File: config.mk
export PLATFORM = sky130hd
export DESIGN_NAME = antialiased_line_stepper_unit
export DESIGN_NICKNAME = d
export VERILOG_FILES = /design/src/sv/alsu_pkg.sv /design/src/sv/alsu_div.sv /design/src/sv/alsu_dp.sv /design/src/sv/alsu_ctrl.sv /design/src/sv/antialiased_line_stepper_unit.sv
export VERILOG_INCLUDE_DIRS = /design/src /design/src/sv
export SDC_FILE = /design/constraint.sdc
export NUM_CORES = 1
export LEC_CHECK = 0
export ABC_AREA = 1
export BUFFER_PORTS_ARGS = -buffer_cell sky130_fd_sc_hd__buf_4
export CAP_MARGIN = 15
export CORE_MARGIN = 4
export CORE_UTILIZATION = 50
export CTS_BUF_LIST = sky130_fd_sc_hd__clkbuf_8
export DETAILED_ROUTE_END_ITERATION = 6
export GPL_TIMING_DRIVEN = 0
export PLACE_DENSITY_LB_ADDON = 0.15
export SYNTH_ARGS = -nofsm -noshare
export SYNTH_HDL_FRONTEND = slang
export SYNTH_SLANG_ARGS = --single-unit
File: constraint.sdc
create_clock -name i_clk -period 11.3 [get_ports i_clk]
set_input_delay 1.13 -clock i_clk [delete_from_list [all_inputs] [get_ports i_clk]]
set_output_delay 1.13 -clock i_clk [all_outputs]
set_load 0.1 [all_outputs]
File: src/sv/antialiased_line_stepper_unit_defines.svh
// assertion macros for the antialiased line stepper
`ifndef ANTIALIASED_LINE_STEPPER_UNIT_DEFINES_SVH
`define ANTIALIASED_LINE_STEPPER_UNIT_DEFINES_SVH

// same-cycle implication, checked outside reset
`define ALSU_ASSERT_NOW(lbl, clk, rst_n, ante, cons, msg) \
    lbl: assert property (@(posedge clk) disable iff (!(rst_n)) (ante) |-> (cons)) \
        else $error(msg);

// next-cycle implication, checked outside reset
`define ALSU_ASSERT_NEXT(lbl, clk, rst_n, ante, cons, msg) \
    lbl: assert property (@(posedge clk) disable iff (!(rst_n)) (ante) |=> (cons)) \
        else $error(msg);

`endif

File: src/sv/alsu_pkg.sv
// shared types and constants of the antialiased line stepper
package alsu_pkg;

    // default geometry
    localparam int COORD_BITS_DEF = 12;
    localparam int FRAC_BITS_DEF  = 16;

    // surface size registers
    localparam int REG_W = 11;
    localparam logic [REG_W-1:0] WIDTH_RESET  = 11'd640;
    localparam logic [REG_W-1:0] HEIGHT_RESET = 11'd480;

    // configuration register indexes
    localparam int CFG_IDX_W = 2;
    localparam logic [CFG_IDX_W-1:0] CFG_WIDTH  = 2'd0;
    localparam logic [CFG_IDX_W-1:0] CFG_HEIGHT = 2'd1;

    // shade
    localparam int SHADE_W = 8;
    localparam logic [SHADE_W-1:0] SHADE_MAX = 8'd255;

    // item commands
    localparam logic CMD_START = 1'b0;
    localparam logic CMD_STEP  = 1'b1;

    // line kinds
    typedef enum logic [1:0] {
        KIND_VERT = 2'd0,
        KIND_HORZ = 2'd1,
        KIND_XMAJ = 2'd2,
        KIND_YMAJ = 2'd3
    } t_kind;

    // controller to datapath commands
    typedef struct packed {
        logic load_start;
        logic emit_single;
        logic emit_neigh;
        logic emit_pair;
    } t_ctl;

    // datapath to controller status
    typedef struct packed {
        logic out_free;
        logic active;
        logic diag;
        logic start_diag;
        logic div_busy;
    } t_stat;

endpackage

File: src/sv/alsu_div.sv
// restoring divider for the slope, one quotient bit per cycle
module alsu_div #(
    parameter int COORD_BITS = alsu_pkg::COORD_BITS_DEF,
    parameter int FRAC_BITS  = alsu_pkg::FRAC_BITS_DEF
) (
    input  logic                  i_clk,
    input  logic                  i_rst_n,
    input  logic                  i_load,
    input  logic [COORD_BITS-1:0] i_num,
    input  logic [COORD_BITS-1:0] i_den,
    output logic [FRAC_BITS:0]    o_quot,
    output logic                  o_busy
);

    localparam int CW    = COORD_BITS;
    localparam int CNT_W = $clog2(FRAC_BITS + 1);

    logic [CW-1:0]    r_rem;
    logic [CW-1:0]    r_den;
    logic [FRAC_BITS:0] r_quot;
    logic [CNT_W-1:0] r_cnt;

    logic [CW:0]   rem_sh;
    logic          rem_ge;
    logic [CW:0]   rem_sub;
    logic          first_ge;
    logic [CW-1:0] first_rem;

    // numerator never exceeds denominator, so the integer part is one bit
    assign first_ge  = i_num >= i_den;
    assign first_rem = first_ge ? (i_num - i_den) : i_num;

    // one shift-and-subtract step
    assign rem_sh  = {r_rem, 1'b0};
    assign rem_ge  = rem_sh >= {1'b0, r_den};
    assign rem_sub = rem_sh - {1'b0, r_den};

    always_ff @(posedge i_clk) begin
        if (!i_rst_n) begin
            r_cnt  <= '0;
            r_rem  <= '0;
            r_den  <= '0;
            r_quot <= '0;
        end else if (i_load) begin
            r_cnt  <= CNT_W'(FRAC_BITS);
            r_rem  <= first_rem;
            r_den  <= i_den;
            r_quot <= {{FRAC_BITS{1'b0}}, first_ge};
        end else if (r_cnt != '0) begin
            r_cnt  <= r_cnt - CNT_W'(1);
            r_rem  <= rem_ge ? rem_sub[CW-1:0] : rem_sh[CW-1:0];
            r_quot <= {r_quot[FRAC_BITS-1:0], rem_ge};
        end
    end

    assign o_quot = r_quot;
    assign o_busy = r_cnt != '0;

endmodule

File: src/sv/alsu_dp.sv
// datapath: line state, error accumulator, pixel output register
module alsu_dp #(
    parameter int COORD_BITS = alsu_pkg::COORD_BITS_DEF,
    parameter int FRAC_BITS  = alsu_pkg::FRAC_BITS_DEF
) (
    input  logic                                i_clk,
    input  logic                                i_rst_n,
    input  logic                                i_cfg_we,
    input  logic [alsu_pkg::CFG_IDX_W-1:0]      i_cfg_index,
    input  logic [alsu_pkg::REG_W-1:0]          i_cfg_data,
    input  logic signed [COORD_BITS-1:0]        i_x_start,
    input  logic signed [COORD_BITS-1:0]        i_y_start,
    input  logic signed [COORD_BITS-1:0]        i_x_end,
    input  logic signed [COORD_BITS-1:0]        i_y_end,
    input  alsu_pkg::t_ctl                      i_ctl,
    output alsu_pkg::t_stat                     o_stat,
    input  logic                                i_out_stall,
    output logic                                o_out_valid,
    output logic signed [COORD_BITS-1:0]        o_pix_x,
    output logic signed [COORD_BITS-1:0]        o_pix_y,
    output logic [alsu_pkg::SHADE_W-1:0]        o_shade,
    output logic                                o_inside_res,
    output logic                                o_last_of_line
);

    localparam int CW     = COORD_BITS;
    localparam int SW     = COORD_BITS + 1;
    localparam int ACC_W  = FRAC_BITS + 8;
    localparam int DIFF_W = FRAC_BITS + 10;
    localparam int CMP_W  = (COORD_BITS > alsu_pkg::REG_W) ? COORD_BITS : alsu_pkg::REG_W;
    localparam int SH_W   = alsu_pkg::SHADE_W;

    // configuration registers
    logic [alsu_pkg::REG_W-1:0] r_width;
    logic [alsu_pkg::REG_W-1:0] r_height;

    // line state
    logic                 r_active, n_active;
    alsu_pkg::t_kind      r_kind, n_kind;
    logic [CW-1:0]        r_cur_x, n_cur_x;
    logic [CW-1:0]        r_cur_y, n_cur_y;
    logic [SW-1:0]        r_steps, n_steps;
    logic                 r_minor_sign, n_minor_sign;
    logic [ACC_W-1:0]     r_acc, n_acc;

    // output register
    logic                 r_out_valid, n_out_valid;
    logic [CW-1:0]        r_pix_x;
    logic [CW-1:0]        r_pix_y;
    logic [SH_W-1:0]      r_shade;
    logic                 r_inside;
    logic                 r_last;

    // start decode
    logic          swap;
    logic [CW-1:0] sx1, sy1, sx2, sy2;
    logic [CW:0]   dx, dy, dy_neg;
    logic [CW-1:0] adx, ady;
    logic          x_eq, y_eq, x_major;
    logic [CW-1:0] y_min;
    logic          div_load;
    logic [CW-1:0] div_num, div_den;
    logic [FRAC_BITS:0] quot;
    logic          div_busy;

    // step arithmetic
    logic [CW:0]       dir_w;
    logic [CW:0]       cur_x_w, cur_y_w, nbr_x, nbr_y;
    logic [CW-1:0]     minor_step;
    logic [DIFF_W-1:0] acc_diff;
    logic              borrow;
    logic [SH_W-1:0]   shade_nb;
    logic              last_px;

    // emitted pixel
    logic [CW:0]     e_x, e_y;
    logic [SH_W-1:0] e_shade;
    logic            e_last;
    logic            e_inside;
    logic            emit;

    // order endpoints so that x grows
    assign swap = i_x_start > i_x_end;
    assign sx1  = swap ? i_x_end   : i_x_start;
    assign sy1  = swap ? i_y_end   : i_y_start;
    assign sx2  = swap ? i_x_start : i_x_end;
    assign sy2  = swap ? i_y_start : i_y_end;

    // deltas and magnitudes
    assign dx     = {sx2[CW-1], sx2} - {sx1[CW-1], sx1};
    assign dy     = {sy2[CW-1], sy2} - {sy1[CW-1], sy1};
    assign dy_neg = '0 - dy;
    assign adx    = dx[CW-1:0];
    assign ady    = dy[CW] ? dy_neg[CW-1:0] : dy[CW-1:0];
    assign x_eq   = i_x_start == i_x_end;
    assign y_eq   = i_y_start == i_y_end;
    assign x_major = adx > ady;
    assign y_min  = (i_y_start < i_y_end) ? i_y_start : i_y_end;

    // slope divider
    assign div_load = i_ctl.load_start && !x_eq && !y_eq;
    assign div_num  = x_major ? ady : adx;
    assign div_den  = x_major ? adx : ady;

    alsu_div #(
        .COORD_BITS(COORD_BITS),
        .FRAC_BITS (FRAC_BITS)
    ) u_div (
        .i_clk  (i_clk),
        .i_rst_n(i_rst_n),
        .i_load (div_load),
        .i_num  (div_num),
        .i_den  (div_den),
        .o_quot (quot),
        .o_busy (div_busy)
    );

    // neighbor offsets and error update
    assign dir_w      = r_minor_sign ? '1 : SW'(1);
    assign cur_x_w    = {r_cur_x[CW-1], r_cur_x};
    assign cur_y_w    = {r_cur_y[CW-1], r_cur_y};
    assign nbr_x      = cur_x_w + dir_w;
    assign nbr_y      = cur_y_w + dir_w;
    assign minor_step = r_minor_sign ? '1 : CW'(1);
    assign acc_diff   = {2'b00, r_acc} - {1'b0, quot, 8'h00};
    assign borrow     = acc_diff[DIFF_W-1];
    assign shade_nb   = r_acc[ACC_W-1 -: SH_W];
    assign last_px    = r_steps == SW'(1);

    // pixel selection
    always_comb begin
        e_x     = cur_x_w;
        e_y     = cur_y_w;
        e_shade = '0;
        e_last  = last_px;
        if (i_ctl.emit_neigh) begin
            if (r_kind == alsu_pkg::KIND_XMAJ) begin
                e_y = nbr_y;
            end else begin
                e_x = nbr_x;
            end
            e_shade = shade_nb;
            e_last  = 1'b0;
        end else if (i_ctl.emit_pair) begin
            e_shade = alsu_pkg::SHADE_MAX - shade_nb;
        end
    end

    assign e_inside = !e_x[CW] && !e_y[CW]
                   && (CMP_W'(e_x[CW-1:0]) < CMP_W'(r_width))
                   && (CMP_W'(e_y[CW-1:0]) < CMP_W'(r_height));
    assign emit = i_ctl.emit_single || i_ctl.emit_neigh || i_ctl.emit_pair;

    // next line state
    always_comb begin
        n_active     = r_active;
        n_kind       = r_kind;
        n_cur_x      = r_cur_x;
        n_cur_y      = r_cur_y;
        n_steps      = r_steps;
        n_minor_sign = r_minor_sign;
        n_acc        = r_acc;
        if (i_ctl.load_start) begin
            n_active     = 1'b1;
            n_acc        = {alsu_pkg::SHADE_MAX, {FRAC_BITS{1'b0}}};
            n_minor_sign = 1'b0;
            if (x_eq) begin
                n_kind  = alsu_pkg::KIND_VERT;
                n_cur_x = i_x_start;
                n_cur_y = y_min;
                n_steps = {1'b0, ady} + SW'(1);
            end else if (y_eq) begin
                n_kind  = alsu_pkg::KIND_HORZ;
                n_cur_x = sx1;
                n_cur_y = i_y_start;
                n_steps = {1'b0, adx} + SW'(1);
            end else if (x_major) begin
                n_kind       = alsu_pkg::KIND_XMAJ;
                n_cur_x      = sx1;
                n_cur_y      = sy1;
                n_minor_sign = dy[CW];
                n_steps      = {1'b0, adx} + SW'(1);
            end else begin
                n_kind       = alsu_pkg::KIND_YMAJ;
                n_cur_x      = dy[CW] ? sx2 : sx1;
                n_cur_y      = dy[CW] ? sy2 : sy1;
                n_minor_sign = dy[CW];
                n_steps      = {1'b0, ady} + SW'(1);
            end
        end else if (i_ctl.emit_single) begin
            n_steps  = r_steps - SW'(1);
            n_active = !last_px;
            if (r_kind == alsu_pkg::KIND_VERT) begin
                n_cur_y = r_cur_y + CW'(1);
            end else begin
                n_cur_x = r_cur_x + CW'(1);
            end
        end else if (i_ctl.emit_pair) begin
            n_steps  = r_steps - SW'(1);
            n_active = !last_px;
            n_acc    = acc_diff[ACC_W-1:0];
            if (r_kind == alsu_pkg::KIND_XMAJ) begin
                n_cur_x = r_cur_x + CW'(1);
                if (borrow) begin
                    n_cur_y = r_cur_y + minor_step;
                end
            end else begin
                n_cur_y = r_cur_y + CW'(1);
                if (borrow) begin
                    n_cur_x = r_cur_x + minor_step;
                end
            end
        end
    end

    // output register occupancy
    always_comb begin
        n_out_valid = r_out_valid;
        if (emit) begin
            n_out_valid = 1'b1;
        end else if (!i_out_stall) begin
            n_out_valid = 1'b0;
        end
    end

    // surface size registers
    always_ff @(posedge i_clk) begin
        if (!i_rst_n) begin
            r_width  <= alsu_pkg::WIDTH_RESET;
            r_height <= alsu_pkg::HEIGHT_RESET;
        end else if (i_cfg_we) begin
            unique case (i_cfg_index)
                alsu_pkg::CFG_WIDTH:  r_width  <= i_cfg_data;
                alsu_pkg::CFG_HEIGHT: r_height <= i_cfg_data;
                default: ;
            endcase
        end
    end

    // line state registers
    always_ff @(posedge i_clk) begin
        if (!i_rst_n) begin
            r_active     <= 1'b0;
            r_kind       <= alsu_pkg::KIND_VERT;
            r_cur_x      <= '0;
            r_cur_y      <= '0;
            r_steps      <= '0;
            r_minor_sign <= 1'b0;
            r_acc        <= {alsu_pkg::SHADE_MAX, {FRAC_BITS{1'b0}}};
            r_out_valid  <= 1'b0;
        end else begin
            r_active     <= n_active;
            r_kind       <= n_kind;
            r_cur_x      <= n_cur_x;
            r_cur_y      <= n_cur_y;
            r_steps      <= n_steps;
            r_minor_sign <= n_minor_sign;
            r_acc        <= n_acc;
            r_out_valid  <= n_out_valid;
        end
    end

    // pixel payload
    always_ff @(posedge i_clk) begin
        if (emit) begin
            r_pix_x  <= e_x[CW-1:0];
            r_pix_y  <= e_y[CW-1:0];
            r_shade  <= e_shade;
            r_inside <= e_inside;
            r_last   <= e_last;
        end
    end

    // status back to the controller
    assign o_stat.out_free   = !r_out_valid || !i_out_stall;
    assign o_stat.active     = r_active;
    assign o_stat.diag       = (r_kind == alsu_pkg::KIND_XMAJ) || (r_kind == alsu_pkg::KIND_YMAJ);
    assign o_stat.start_diag = !x_eq && !y_eq;
    assign o_stat.div_busy   = div_busy;

    assign o_out_valid    = r_out_valid;
    assign o_pix_x        = r_pix_x;
    assign o_pix_y        = r_pix_y;
    assign o_shade        = r_shade;
    assign o_inside_res   = r_inside;
    assign o_last_of_line = r_last;

endmodule

File: src/sv/alsu_ctrl.sv
// controller: item intake, slope setup wait, second pixel of a pair
module alsu_ctrl (
    input  logic            i_clk,
    input  logic            i_rst_n,
    input  logic            i_in_valid,
    input  logic            i_cmd,
    output logic            o_in_stall,
    input  alsu_pkg::t_stat i_stat,
    output alsu_pkg::t_ctl  o_ctl
);

    typedef enum logic [2:0] {
        ST_IDLE = 3'b001,
        ST_DIV  = 3'b010,
        ST_PAIR = 3'b100
    } t_state;

    t_state r_state, n_state;

    // next state and commands
    always_comb begin
        n_state    = r_state;
        o_ctl      = '0;
        o_in_stall = 1'b1;
        unique case (r_state)
            ST_IDLE: begin
                o_in_stall = !i_stat.out_free;
                if (i_in_valid && i_stat.out_free) begin
                    if (i_cmd == alsu_pkg::CMD_START) begin
                        o_ctl.load_start = 1'b1;
                        if (i_stat.start_diag) begin
                            n_state = ST_DIV;
                        end
                    end else if (i_stat.active) begin
                        if (i_stat.diag) begin
                            o_ctl.emit_neigh = 1'b1;
                            n_state          = ST_PAIR;
                        end else begin
                            o_ctl.emit_single = 1'b1;
                        end
                    end
                end
            end
            ST_DIV: begin
                if (!i_stat.div_busy) begin
                    n_state = ST_IDLE;
                end
            end
            ST_PAIR: begin
                if (i_stat.out_free) begin
                    o_ctl.emit_pair = 1'b1;
                    n_state         = ST_IDLE;
                end
            end
            default: begin
                n_state = ST_IDLE;
            end
        endcase
    end

    // state register
    always_ff @(posedge i_clk) begin
        if (!i_rst_n) begin
            r_state <= ST_IDLE;
        end else begin
            r_state <= n_state;
        end
    end

endmodule

File: src/sv/antialiased_line_stepper_unit.sv
// Antialiased line stepper: start items load a line, step items emit its pixels.
// Axis-aligned step: its one pixel is in the output register the cycle after the item is taken.
// Diagonal step: neighbor pixel, then the on-line pixel once the output register is free.
// Diagonal start: intake waits in ST_DIV for the one-bit-per-cycle slope divider.
// Synchronous active-low reset: no active line, surface 640 x 480, output empty.
`include "antialiased_line_stepper_unit_defines.svh"

module antialiased_line_stepper_unit #(
    parameter int COORD_BITS = alsu_pkg::COORD_BITS_DEF,
    parameter int FRAC_BITS  = alsu_pkg::FRAC_BITS_DEF
) (
    input  logic                            i_clk,
    input  logic                            i_rst_n,
    input  logic                            i_cfg_we,
    input  logic [alsu_pkg::CFG_IDX_W-1:0]  i_cfg_index,
    input  logic [alsu_pkg::REG_W-1:0]      i_cfg_data,
    input  logic                            i_in_valid,
    output logic                            o_in_stall,
    input  logic                            i_cmd,
    input  logic signed [COORD_BITS-1:0]    i_x_start,
    input  logic signed [COORD_BITS-1:0]    i_y_start,
    input  logic signed [COORD_BITS-1:0]    i_x_end,
    input  logic signed [COORD_BITS-1:0]    i_y_end,
    output logic                            o_out_valid,
    input  logic                            i_out_stall,
    output logic signed [COORD_BITS-1:0]    o_pix_x,
    output logic signed [COORD_BITS-1:0]    o_pix_y,
    output logic [alsu_pkg::SHADE_W-1:0]    o_shade,
    output logic                            o_inside_res,
    output logic                            o_last_of_line
);

    alsu_pkg::t_ctl  s_ctl;
    alsu_pkg::t_stat s_stat;

    // sequencer
    alsu_ctrl u_ctrl (
        .i_clk     (i_clk),
        .i_rst_n   (i_rst_n),
        .i_in_valid(i_in_valid),
        .i_cmd     (i_cmd),
        .o_in_stall(o_in_stall),
        .i_stat    (s_stat),
        .o_ctl     (s_ctl)
    );

    // line datapath
    alsu_dp #(
        .COORD_BITS(COORD_BITS),
        .FRAC_BITS (FRAC_BITS)
    ) u_dp (
        .i_clk         (i_clk),
        .i_rst_n       (i_rst_n),
        .i_cfg_we      (i_cfg_we),
        .i_cfg_index   (i_cfg_index),
        .i_cfg_data    (i_cfg_data),
        .i_x_start     (i_x_start),
        .i_y_start     (i_y_start),
        .i_x_end       (i_x_end),
        .i_y_end       (i_y_end),
        .i_ctl         (s_ctl),
        .o_stat        (s_stat),
        .i_out_stall   (i_out_stall),
        .o_out_valid   (o_out_valid),
        .o_pix_x       (o_pix_x),
        .o_pix_y       (o_pix_y),
        .o_shade       (o_shade),
        .o_inside_res  (o_inside_res),
        .o_last_of_line(o_last_of_line)
    );

    // a full, stalled output register blocks intake
    `ALSU_ASSERT_NOW(a_full_blocks_in, i_clk, i_rst_n, o_out_valid && i_out_stall, o_in_stall, "item accepted while output blocked")

    // at most one datapath command per cycle
    `ALSU_ASSERT_NOW(a_one_cmd, i_clk, i_rst_n, 1'b1, $onehot0({s_ctl.load_start, s_ctl.emit_single, s_ctl.emit_neigh, s_ctl.emit_pair}), "conflicting datapath commands")

    // the neighbor pixel is always followed by its pair before new intake
    `ALSU_ASSERT_NEXT(a_pair_holds_in, i_clk, i_rst_n, s_ctl.emit_neigh, o_in_stall && !s_ctl.load_start, "intake between the two pixels of a step")

    // the line ends exactly with the pixel marked last
    `ALSU_ASSERT_NEXT(a_last_ends_line, i_clk, i_rst_n, s_ctl.emit_single || s_ctl.emit_pair, o_last_of_line == !s_stat.active, "last flag and line activity disagree")

endmodule
After elaboration in Yosys (flattened, before gate mapping)
Cells that the tools add are included.
{"block": "op_classes", "mul": 0, "n_eq_ne": 19, "add_sub_neg": 17, "mux": 78, "reduce_logical": 33, "shift": 0, "n_lt_le_gt_ge": 7, "div": 0, "n_bitwise": 2}
{"op": "12-bit two-way mux", "count": 33}
{"op": "13-bit two-way mux", "count": 11}
{"op": "12-bit subtractor", "count": 3}
{"op": "3-bit two-way mux", "count": 9}
{"op": "12-bit by 1-bit adder with 13-bit output, second input constant", "count": 2}
{"op": "13-bit adder", "count": 2}
{"op": "24-bit by 25-bit subtractor with 26-bit output", "count": 1}
{"op": "12-bit by 1-bit adder with 12-bit output, second input constant", "count": 2}
{"op": "12-bit adder", "count": 2}
{"op": "12-bit == test", "count": 2}
{"op": "12-bit > comparator", "count": 2}
{"op": "12-bit by 11-bit less-than comparator with 1-bit output", "count": 2}
{"op": "1-bit two-way mux", "count": 16}
{"op": "8-bit two-way mux", "count": 2}
{"op": "13-bit by 1-bit == test with 1-bit output, second input constant", "count": 1}
{"op": "13-bit by 12-bit >= comparator with 1-bit output", "count": 1}
{"op": "12-bit by 12-bit subtractor with 13-bit output", "count": 1}
{"op": "13-bit by 1-bit subtractor with 13-bit output, second input constant", "count": 1}
{"op": "12-bit >= comparator", "count": 1}
{"op": "12-bit less-than comparator", "count": 1}
{"op": "1-bit by 12-bit subtractor with 12-bit output, first input constant", "count": 1}
{"op": "5-bit two-way mux", "count": 2}
{"op": "3-bit by 2-bit != test with 1-bit output, second input constant", "count": 3}
{"op": "3-bit one-hot mux with 3 select lines", "count": 1}
{"op": "other kinds (25)", "count": 54}
{"block": "word_totals", "ff_bits": 171, "romBits": 0, "ramBits": 0, "n_memories": 0, "out_inout_bits": 36, "latch_bits": 0, "elab_cells": 178}

Logic depth before layout (Yosys ltp)
Gate-level depths: netlist (run 1).
{"block": "depth", "depth_word": 12, "depth_mapped": 56}

Modules after synthesis
From an unflattened synthesis (run 1), not the netlist that was laid out.
{"block": "hier_totals", "hier_cells": 2607, "hier_area_um2": 16315.6}
{"module": "alsu_dp", "area_each_um2": 12254.3, "n_inst": 1, "cells_each": 1953}
{"module": "alsu_div", "area_each_um2": 3773.6, "n_inst": 1, "cells_each": 602}
{"module": "alsu_ctrl", "area_each_um2": 287.8, "n_inst": 1, "cells_each": 52}

Least setup slack after synthesis (run 1)
No wires, ideal clock.
{"block": "synth_timing", "kind": "input-to-reg", "start": "input port i_x_end[7]", "end": "register u_dp.u_div.r_rem[8]", "n_path_buf": 6, "setup_slack_ps": 4550, "t_arrival_ps": 6641, "setup_ps": 109, "required_ps": 11191, "stages": 53, "path_cell_list": "inv_1 ha_1 buf_6 nand2_1 inv_2 nand2_1 nand2_1 nand2_1 nand3_1 nand2_1 nand3_4 buf_6 o21ai_2 nand2_1 ha_1 inv_1 nand2_2 nand2_1 [17 not listed] nand2_4 nand2_4 buf_8 buf_6 o21ai_2 nand2_2 ha_1 inv_1 nand2_1 nand2_1 nand2_2 nand2_4 nand4_4 buf_6 nand2_1 nand3_1 nand2_1 inv_1"}
{"block": "synth_via", "elab_chain_cells": 10, "word_cells_on_any_way": 21}
{"item": "start, declared", "line": "antialiased_line_stepper_unit.sv:22", "text": "input logic signed [COORD_BITS-1:0] i_x_end,"}
{"item": "12-bit > comparator", "line": "alsu_dp.sv:83", "text": "assign swap = i_x_start > i_x_end;"}
{"item": "12-bit two-way mux (on tied branches)", "line": "alsu_dp.sv:87, alsu_dp.sv:85"}
{"item": "12-bit by 12-bit subtractor with 13-bit output", "line": "alsu_dp.sv:91", "text": "assign dy = {sy2[CW-1], sy2} - {sy1[CW-1], sy1};"}
{"item": "1-bit by 12-bit subtractor with 12-bit output", "line": "alsu_dp.sv:92", "text": "assign dy_neg = '0 - dy;"}
{"item": "12-bit two-way mux", "line": "alsu_dp.sv:94", "text": "assign ady = dy[CW] ? dy_neg[CW-1:0] : dy[CW-1:0];"}
{"item": "12-bit > comparator", "line": "alsu_dp.sv:97", "text": "assign x_major = adx > ady;"}
{"item": "12-bit two-way mux (on tied branches)", "line": "alsu_dp.sv:102, alsu_dp.sv:103"}
{"item": "12-bit subtractor or 12-bit >= comparator (tied branches)", "line": "alsu_div.sv:31, alsu_div.sv:30"}
{"item": "12-bit two-way mux", "line": "alsu_div.sv:31", "text": "assign first_rem = first_ge ? (i_num - i_den) : i_num;"}
{"item": "12-bit two-way mux", "line": "alsu_div.sv:44", "text": "end else if (i_load) begin"}
{"item": "end signal, assigned", "line": "alsu_div.sv:46", "text": "r_rem <= first_rem;"}
{"item": "end signal, assigned", "line": "alsu_div.sv:51", "text": "r_rem <= rem_ge ? rem_sub[CW-1:0] : rem_sh[CW-1:0];"}
{"item": "end, declared", "line": "alsu_div.sv:18", "text": "logic [CW-1:0] r_rem;"}
Several ways; a longest one is shown, not always the timed one.
A chain may end at the register's enable or synchronous reset.

Final worst setup path (run 1)
{"block": "layout_timing", "start": "input port i_x_start[0]", "end": "register u_dp.u_div.r_rem[9]"}
{"block": "layout_via", "elab_chain_cells": 10, "word_cells_on_any_way": 21}
{"item": "start, declared", "line": "antialiased_line_stepper_unit.sv:20", "text": "input logic signed [COORD_BITS-1:0] i_x_start,"}
{"item": "12-bit > comparator", "line": "alsu_dp.sv:83"}
{"item": "12-bit two-way mux (on tied branches)", "line": "alsu_dp.sv:87, alsu_dp.sv:85"}
{"item": "12-bit by 12-bit subtractor with 13-bit output", "line": "alsu_dp.sv:91"}
{"item": "1-bit by 12-bit subtractor with 12-bit output", "line": "alsu_dp.sv:92"}
{"item": "12-bit two-way mux", "line": "alsu_dp.sv:94"}
{"item": "12-bit > comparator", "line": "alsu_dp.sv:97"}
{"item": "12-bit two-way mux (on tied branches)", "line": "alsu_dp.sv:102, alsu_dp.sv:103"}
{"item": "12-bit subtractor or 12-bit >= comparator (tied branches)", "line": "alsu_div.sv:31, alsu_div.sv:30"}
{"item": "12-bit two-way mux", "line": "alsu_div.sv:31"}
{"item": "12-bit two-way mux", "line": "alsu_div.sv:44"}
Several ways; a longest one is shown, not always the timed one.

==> results of run 1 <==
[cells in the mapped netlist (9+ instances only)]
library cell  count
dfxtp_1         129
buf_6            12
nor3_1           35
nand3_1         110
ha_1            122
o21ai_0         221
a211oi_1         14
inv_1           307
xor2_1           67
o31ai_1          11
a31oi_1          23
o21ai_1          35
o21bai_1         13
inv_2            15
edfxtp_1         34
nor2_1          117
a21oi_1         190
nand2_1         507
o22ai_1          13
clkbuf_1         41
nand2_2          35
buf_2             9
nand4_1          21
o211ai_1         21
xnor2_1          23
a41oi_1          12
[stage by stage]
| step | power [mW] | util | cells | worst slack, ns |
|---|---|---|---|---|
| final | 3.23 | 0.567 | 2748 | 3.47 |
| after floorplan | 2.28 | - | 2228 | 4.55 |
| after global routing | 3.52 | 0.567 | 2748 | 2.96 |
| after detailed placement | 2.82 | 0.555 | 2716 | 3.07 |
| after global placement | 2.80 | 0.554 | 2714 | 3.07 |
| after CTS | 3.20 | 0.567 | 2748 | 3.55 |
[cell type report]
| type | count | share of cell area |
|---|---|---|
| Tap cell | 384 | 0.0294 |
| Inverter | 325 | 0.0746 |
| Timing Repair Buffer | 104 | 0.0491 |
| Clock buffer | 17 | 0.0143 |
| Buffer | 70 | 0.0239 |
| Multi-Input combinational cell | 1670 | 0.582 |
| Clock inverter | 15 | 0.00666 |
| Sequential cell | 163 | 0.220 |
[routing by layer]
metal | global-route usage | wire [um]
met5 | 0 | 0
met1 | 0.406 | 22100
met3 | 0.0350 | 3300
met2 | 0.417 | 19100
met4 | 0.0856 | 1330
[sequential cells by signal, summed over array words and instances, names as in the netlist, 2 cells and up]
register and cells:
u_ctrl.r_state 3, u_dp.o_pix_x 12, u_dp.o_pix_y 12, u_dp.o_shade 8, u_dp.r_acc 16, u_dp.r_cur_x 12, u_dp.r_cur_y 12, u_dp.r_height 11
u_dp.r_kind 2, u_dp.r_steps 13, u_dp.r_width 11, u_dp.u_div.o_quot 17, u_dp.u_div.r_cnt 5, u_dp.u_div.r_den 12, u_dp.u_div.r_rem 12
[cell families (layout without fill, tap and decap cells)]
logic type,Yosys count,after routing,share of synthesized area
flip-flops,163,163,0.245
multiplexers,2,2,0.00136
XOR/XNOR,92,92,0.0557
adder cells (fa/ha/maj),126,126,0.109
AND/OR/NAND/NOR,856,856,0.252
buffers and inverters,395,531,0.109
AO/OA/AOI/OAI,594,594,0.228
[power by group]
group / total, mW / switching [mW] / internal (mW) / leakage (nW)
logic: 2.15 / 1.44 / 0.713 / 6.20
clock network: 0.382 / 0.229 / 0.153 / 0.177
registers: 0.699 / 0.0463 / 0.652 / 1.38
total: 3.23 / 1.72 / 1.52 / 7.76
[critical path: cells and delay by family]
family	cells	cell delay [ns]
simple gates	28	3.63
buf+inv	12	1.41
compound gates	3	0.40
fa+ha+maj	4	1.36
xor+xnor	1	0.28
[worst paths after layout]
check / startpoint / end / slack, ns / cells after the start
setup / recovery: i_x_start[0] / u_dp.u_div.r_rem[9]$_SDFFE_PN0P_ / 3.47 / 48
hold / removal: u_dp.r_width[4]$_SDFFE_PN0P_ / u_dp.r_width[4]$_SDFFE_PN0P_ / 0.47 / 2
setup reg to reg: u_dp.r_minor_sign$_SDFFE_PN0P_ / u_dp.o_inside_res$_DFFE_PP_ / 7.17 / 20
hold reg to reg: u_dp.r_width[4]$_SDFFE_PN0P_ / u_dp.r_width[4]$_SDFFE_PN0P_ / 0.47 / 2
==> metrics.md, run 1 <==
| Metric | Value |
|---|---|
| CP arrival | `between 8 and 9 ns` |
| Maximum vdd ir drop | `around 110 uV` |
| Yosys top cell by area | `dfxtp_1` |
| Total congestion overflow | `0` |
| Most frequent cells in the layout | `nand2_1, inv_1, o21ai_0` |
| Seq cells post-synth | `~160` |
| Number of I/O port buffers | `roughly 100` |
| Reg area | `around 0.0036 sq mm` |
| Die Y | `around 180 um` |
| Most common cell after layout, fill and taps aside | `nand2_1` |
| Achievable Freq | `128 MHz` |
| Register area share after synthesis | `0.245` |
| Min cycle time layout | `7.83 ns` |
| Ant. Diodes | `0` |
| Final hold violations | `0` |
| Total global-route track usage | `0.275` |
| CP required | `around 12 ns` |
| Post-CTS setup buffers | `0` |
| Setup TNS | `0 ns` |
| Syn Nets | `between 2000 and 2500` |
| Core box area | `between 0.02 and 0.03 sq mm` |
| Clock transition at path regs | `~0.09 ns` |
| P&R area growth vs syn | `11.0%` |
| Wire per inst | `16.7 um` |
| Clock Latency Late Sink | `between 0.4 and 0.5 ns` |
| CP startpoint kind | `input pin` |
| DR vias/cell | `5.60` |
| Die area | `approximately 0.032 sq mm` |
| Initial Util | `0.510` |
| Row cnt | `62` |
| Yosys cell types | `58` |
| DRT antenna net count | `0` |
| Share of the synthesized area in the top cell type | `0.175` |
| Post-Synthesis Cell Area | `about 0.015 sq mm` |
| Routability cong. | `between 0.9 and 1` |
| Root Buffer | `clkbuf_8` |
| Status | `finished, violations left` |
| Tcrit/Tclk final | `0.693` |
| First-pass GRT wire length | `between 70000 and 80000 um` |
| 1st-iter DRT viols | `around 1600` |
| Crit Path Category | `input pin to register` |
| Main synth FF type | `dfxtp_1` |
| PwrDens | `approximately 200 mW/mm^2` |
| Initial antenna violation count | `0` |
| Normalized max-slew margin | `0.236` |
| MaxCap Viol Count | `0` |
| EDFF count, synth | `34` |
| Hold buffer count at cts | `0` |
| Nets | `~2500` |
| Fraction of layout instances using a drive strength above 1 | `0.102` |
| Syn_area_per_cell | `6.61 sq um` |
| Max Fanout on Critical Path | `10` |
| Max-slew violation count | `0` |
| Synthesized netlist cell count | `~2200` |
| DRT Pass-1 Iters | `7` |
| Hold crit path type | `register to register` |
| H-tree depth | `4` |
| Cell mode on critical path | `nand2_1` |
| Detailed Place HPWL | `approximately 38000 um` |
| Yosys Warn Count | `0` |
| Slowest CP cell | `ha_1` |
| Worst-margin pin slew | `between 1 and 1.5 ns` |
| Dominant cells by area after synthesis | `dfxtp_1, nand2_1, ha_1, inv_1, o21ai_0` |
| # fillers | `between 2000 and 3000` |
| Final Cell Area | `around 0.016 sq mm` |
| FFs w/ async S/R, synth | `0` |
| Clk_skew | `0.0156 ns` |
| Failing checks | `DRC` |
| Vias in the first global route | `about 14000` |
| Worst path max stage delay | `0.55 ns` |
| Dpl cell area | `approximately 0.016 sq mm` |
| Quantity of gates resized following cts | `0` |
| Io pins | `103` |
| Area of the multi-input gates | `0.00951 sq mm` |
| Vias | `between 15000 and 20000` |
| Clock Tree Buf Depth | `2` |
| CP Capture Type | `register` |
| RSZ-0062 raised after global routing | `no` |
| CTS tree | `done` |
| WHS | `about 0.47 ns` |
| Largest net degree at the start of global routing | `26` |
| DRC violations left | `3` |
| LEAKAGE | `7.76 nW` |
| Final setup viols | `0` |
| Die W | `about 180 um` |
| Clk sinks | `163` |
| Clock buffer count from CTS | `17` |
| Total detailed-routing wirelength | `between 40000 and 50000 um` |
Power figures use the tool's default switching activity.
==> run 2: changes to the inputs <==
==> constraint.sdc (replaced) <==
create_clock -name i_clk -period 6.7 [get_ports i_clk]
set_input_delay 0.67 -clock i_clk [delete_from_list [all_inputs] [get_ports i_clk]]
set_output_delay 0.67 -clock i_clk [all_outputs]
set_load 0.1 [all_outputs]
==> run 2 against run 1 <==
Net effect:
- the flow now finishes without violations
- first-iteration DRC count is 2.1% lower
- cell count is 1.2% higher
- via count is 1.6% higher
- design area is 3.2% higher
- sequential power is 69% higher
- register-to-register slack worse by 4.6 ns
- count of clock-buffer cells in the layout stayed put
- combinational power is 83% higher
- critical path depth is 4 higher
- global-route usage is 0.11 points higher
- critical path type unchanged
- critical endpoint is now u_dp.u_div.r_rem[8]$_SDFFE_PN0P_
==> metrics.md, run 2 (synthesis results as in run 1) <==
| Metric | Value |
|---|---|
| Status | `finished clean` |
| Normalized max-slew margin | `0.225` |
| Max-slew violation count | `0` |
| Fraction of layout instances using a drive strength above 1 | `0.129` |
| Total detailed-routing wirelength | `between 40000 and 50000 um` |
| Nets | `between 2000 and 3000` |
| Die W | `between 150 and 200 um` |
| Non-filler cells, final | `~2800` |
| MaxCap Viol Count | `0` |
| DR vias/cell | `between 5 and 6` |
| Largest net degree at the start of global routing | `26` |
| Detailed Place HPWL | `about 38000 um` |
| Clock Tree Buf Depth | `2` |
| Most common cell after layout, fill and taps aside | `nand2_1` |
| Wire per inst | `between 15 and 20 um` |
| Routability cong. | `0.958` |
| Worst path max stage delay | `0.32 ns` |
| Core box area | `between 0.02 and 0.03 sq mm` |
| Die area | `~0.032 sq mm` |
| CP required | `about 7 ns` |
| Total congestion overflow | `0` |
| P&R area growth vs syn | `14.6%` |
| Maximum vdd ir drop | `roughly 240 uV` |
| Clock buffer count from CTS | `17` |
| DRT antenna net count | `0` |
| Clk sinks | `roughly 160` |
| Clock transition at path regs | `~0.10 ns` |
| Vias in the first global route | `approximately 14000` |
| Largest register FFs | `17` |
| Cell mode on critical path | `nand2_1` |
| Initial antenna violation count | `0` |
| Power Total | `5.75 mW` |
| Min cycle time layout | `between 6 and 7 ns` |
| Worst-margin pin slew | `roughly 1.2 ns` |
| CP arrival | `between 6 and 7 ns` |
| Initial Util | `0.510` |
| LEAKAGE | `around 8.0 nW` |
| Ant. Diodes | `0` |
| Io pins | `103` |
| 1st-iter DRT viols | `around 1500` |
| Number of I/O port buffers | `~100` |
| CP startpoint kind | `input pin` |
| Final setup viols | `0` |
| CTS tree | `done` |
| PwrDens | `between 300 and 400 mW/mm^2` |
| Clock Latency Late Sink | `approximately 0.47 ns` |
| Tcrit/Tclk final | `0.952` |
| Max Fanout on Critical Path | `10` |
| Row cnt | `between 60 and 70` |
| CP Capture Type | `register` |
| Slowest CP cell | `xnor2_2` |
| DRC violations left | `0` |
| Placed Cells incl. Taps | `2716` |
| Vias | `around 16000` |
| DRT Pass-1 Iters | `6` |
| Root Buffer | `clkbuf_8` |
| Most frequent cells in the layout | `nand2_1, inv_1, o21ai_0` |
| Hold crit path type | `input pin to register` |
| Die Y | `180 um` |
| Clk_skew | `0.0179 ns` |
| H-tree depth | `4` |
| First-pass GRT wire length | `73800 um` |
| Achievable Freq | `~160 MHz` |
| WHS | `between 0.4 and 0.5 ns` |
| Final hold violations | `0` |
| Total global-route track usage | `0.276` |
| Crit Path Category | `input pin to register` |
run 2: worst paths after layout:
kind              cells past startpoint  slack (ns)                          endpoint                           start
setup reg to reg                     20        2.54       u_dp.o_inside_res$_DFFE_PP_  u_dp.r_minor_sign$_SDFFE_PN0P_
hold reg to reg                       2        0.47      u_dp.r_width[4]$_SDFFE_PN0P_    u_dp.r_width[4]$_SDFFE_PN0P_
setup / recovery                     52        0.32  u_dp.u_div.r_rem[8]$_SDFFE_PN0P_                    i_x_start[7]
hold / removal                        3        0.44     u_dp.r_height[6]$_SDFFE_PN1P_                   i_cfg_data[6]
run 2: repair_timing:
item	4_1_cts	5_1_grt
hold buffers	0	0
endpoints found under the setup margin	25	25
endpoints found under the hold margin	0	0
pin swaps	3	10
gates cloned	1	1
setup buffers	4	27
resized for setup	17	34
run 2: critical path, delay by kind of cell:
kind                     cells  cell delay [ns]
buffers and inverters       10             1.08
adder cells (fa/ha/maj)      4             0.98
XOR/XNOR                     1             0.32
AO/OA/AOI/OAI                4             0.55
AND/OR/NAND/NOR             33             3.14
run 2: report_power, final:
| group | total, mW | internal (mW) | switching (mW) |
|---|---|---|---|
| clock | 0.643 | 0.258 | 0.385 |
| sequential | 1.18 | 1.10 | 0.0781 |
| combinational | 3.93 | 1.38 | 2.55 |
run 2: through the flow:
step	utilization	area, sq um	setup TNS [ns]	setup slack, ns
6_report	0.585	16900	0	0.324
5_1_grt	0.585	16900	-0.454	-0.116
4_1_cts	0.571	16500	0	0.00762
3_5_place_dp	0.555	16000	-26.55	-1.07
3_3_place_gp	0.554	16000	-26.41	-1.07
2_1_floorplan	-	14700	0	0.410
run 2: final cells by class:
class                      count  area, sq um
fill                        2900        12000
multi-input combinational   1671         9790
sequential                   163         3600
inverter                     325         1220
timing repair buffer         136         1040
tap                          384          480
buffer                        69          398
clock buffer                  17          234
clock inverter                15          109
run 2: layer usage:
layer | vias to the layer above | global-route usage | share of wire
met5 | - | 0 | 0
met4 | 0 | 0.0859 | 0.027
met3 | 67 | 0.0354 | 0.068
met2 | 578 | 0.420 | 0.42
met1 | 7205 | 0.407 | 0.48
li1 | 7794 | - | -
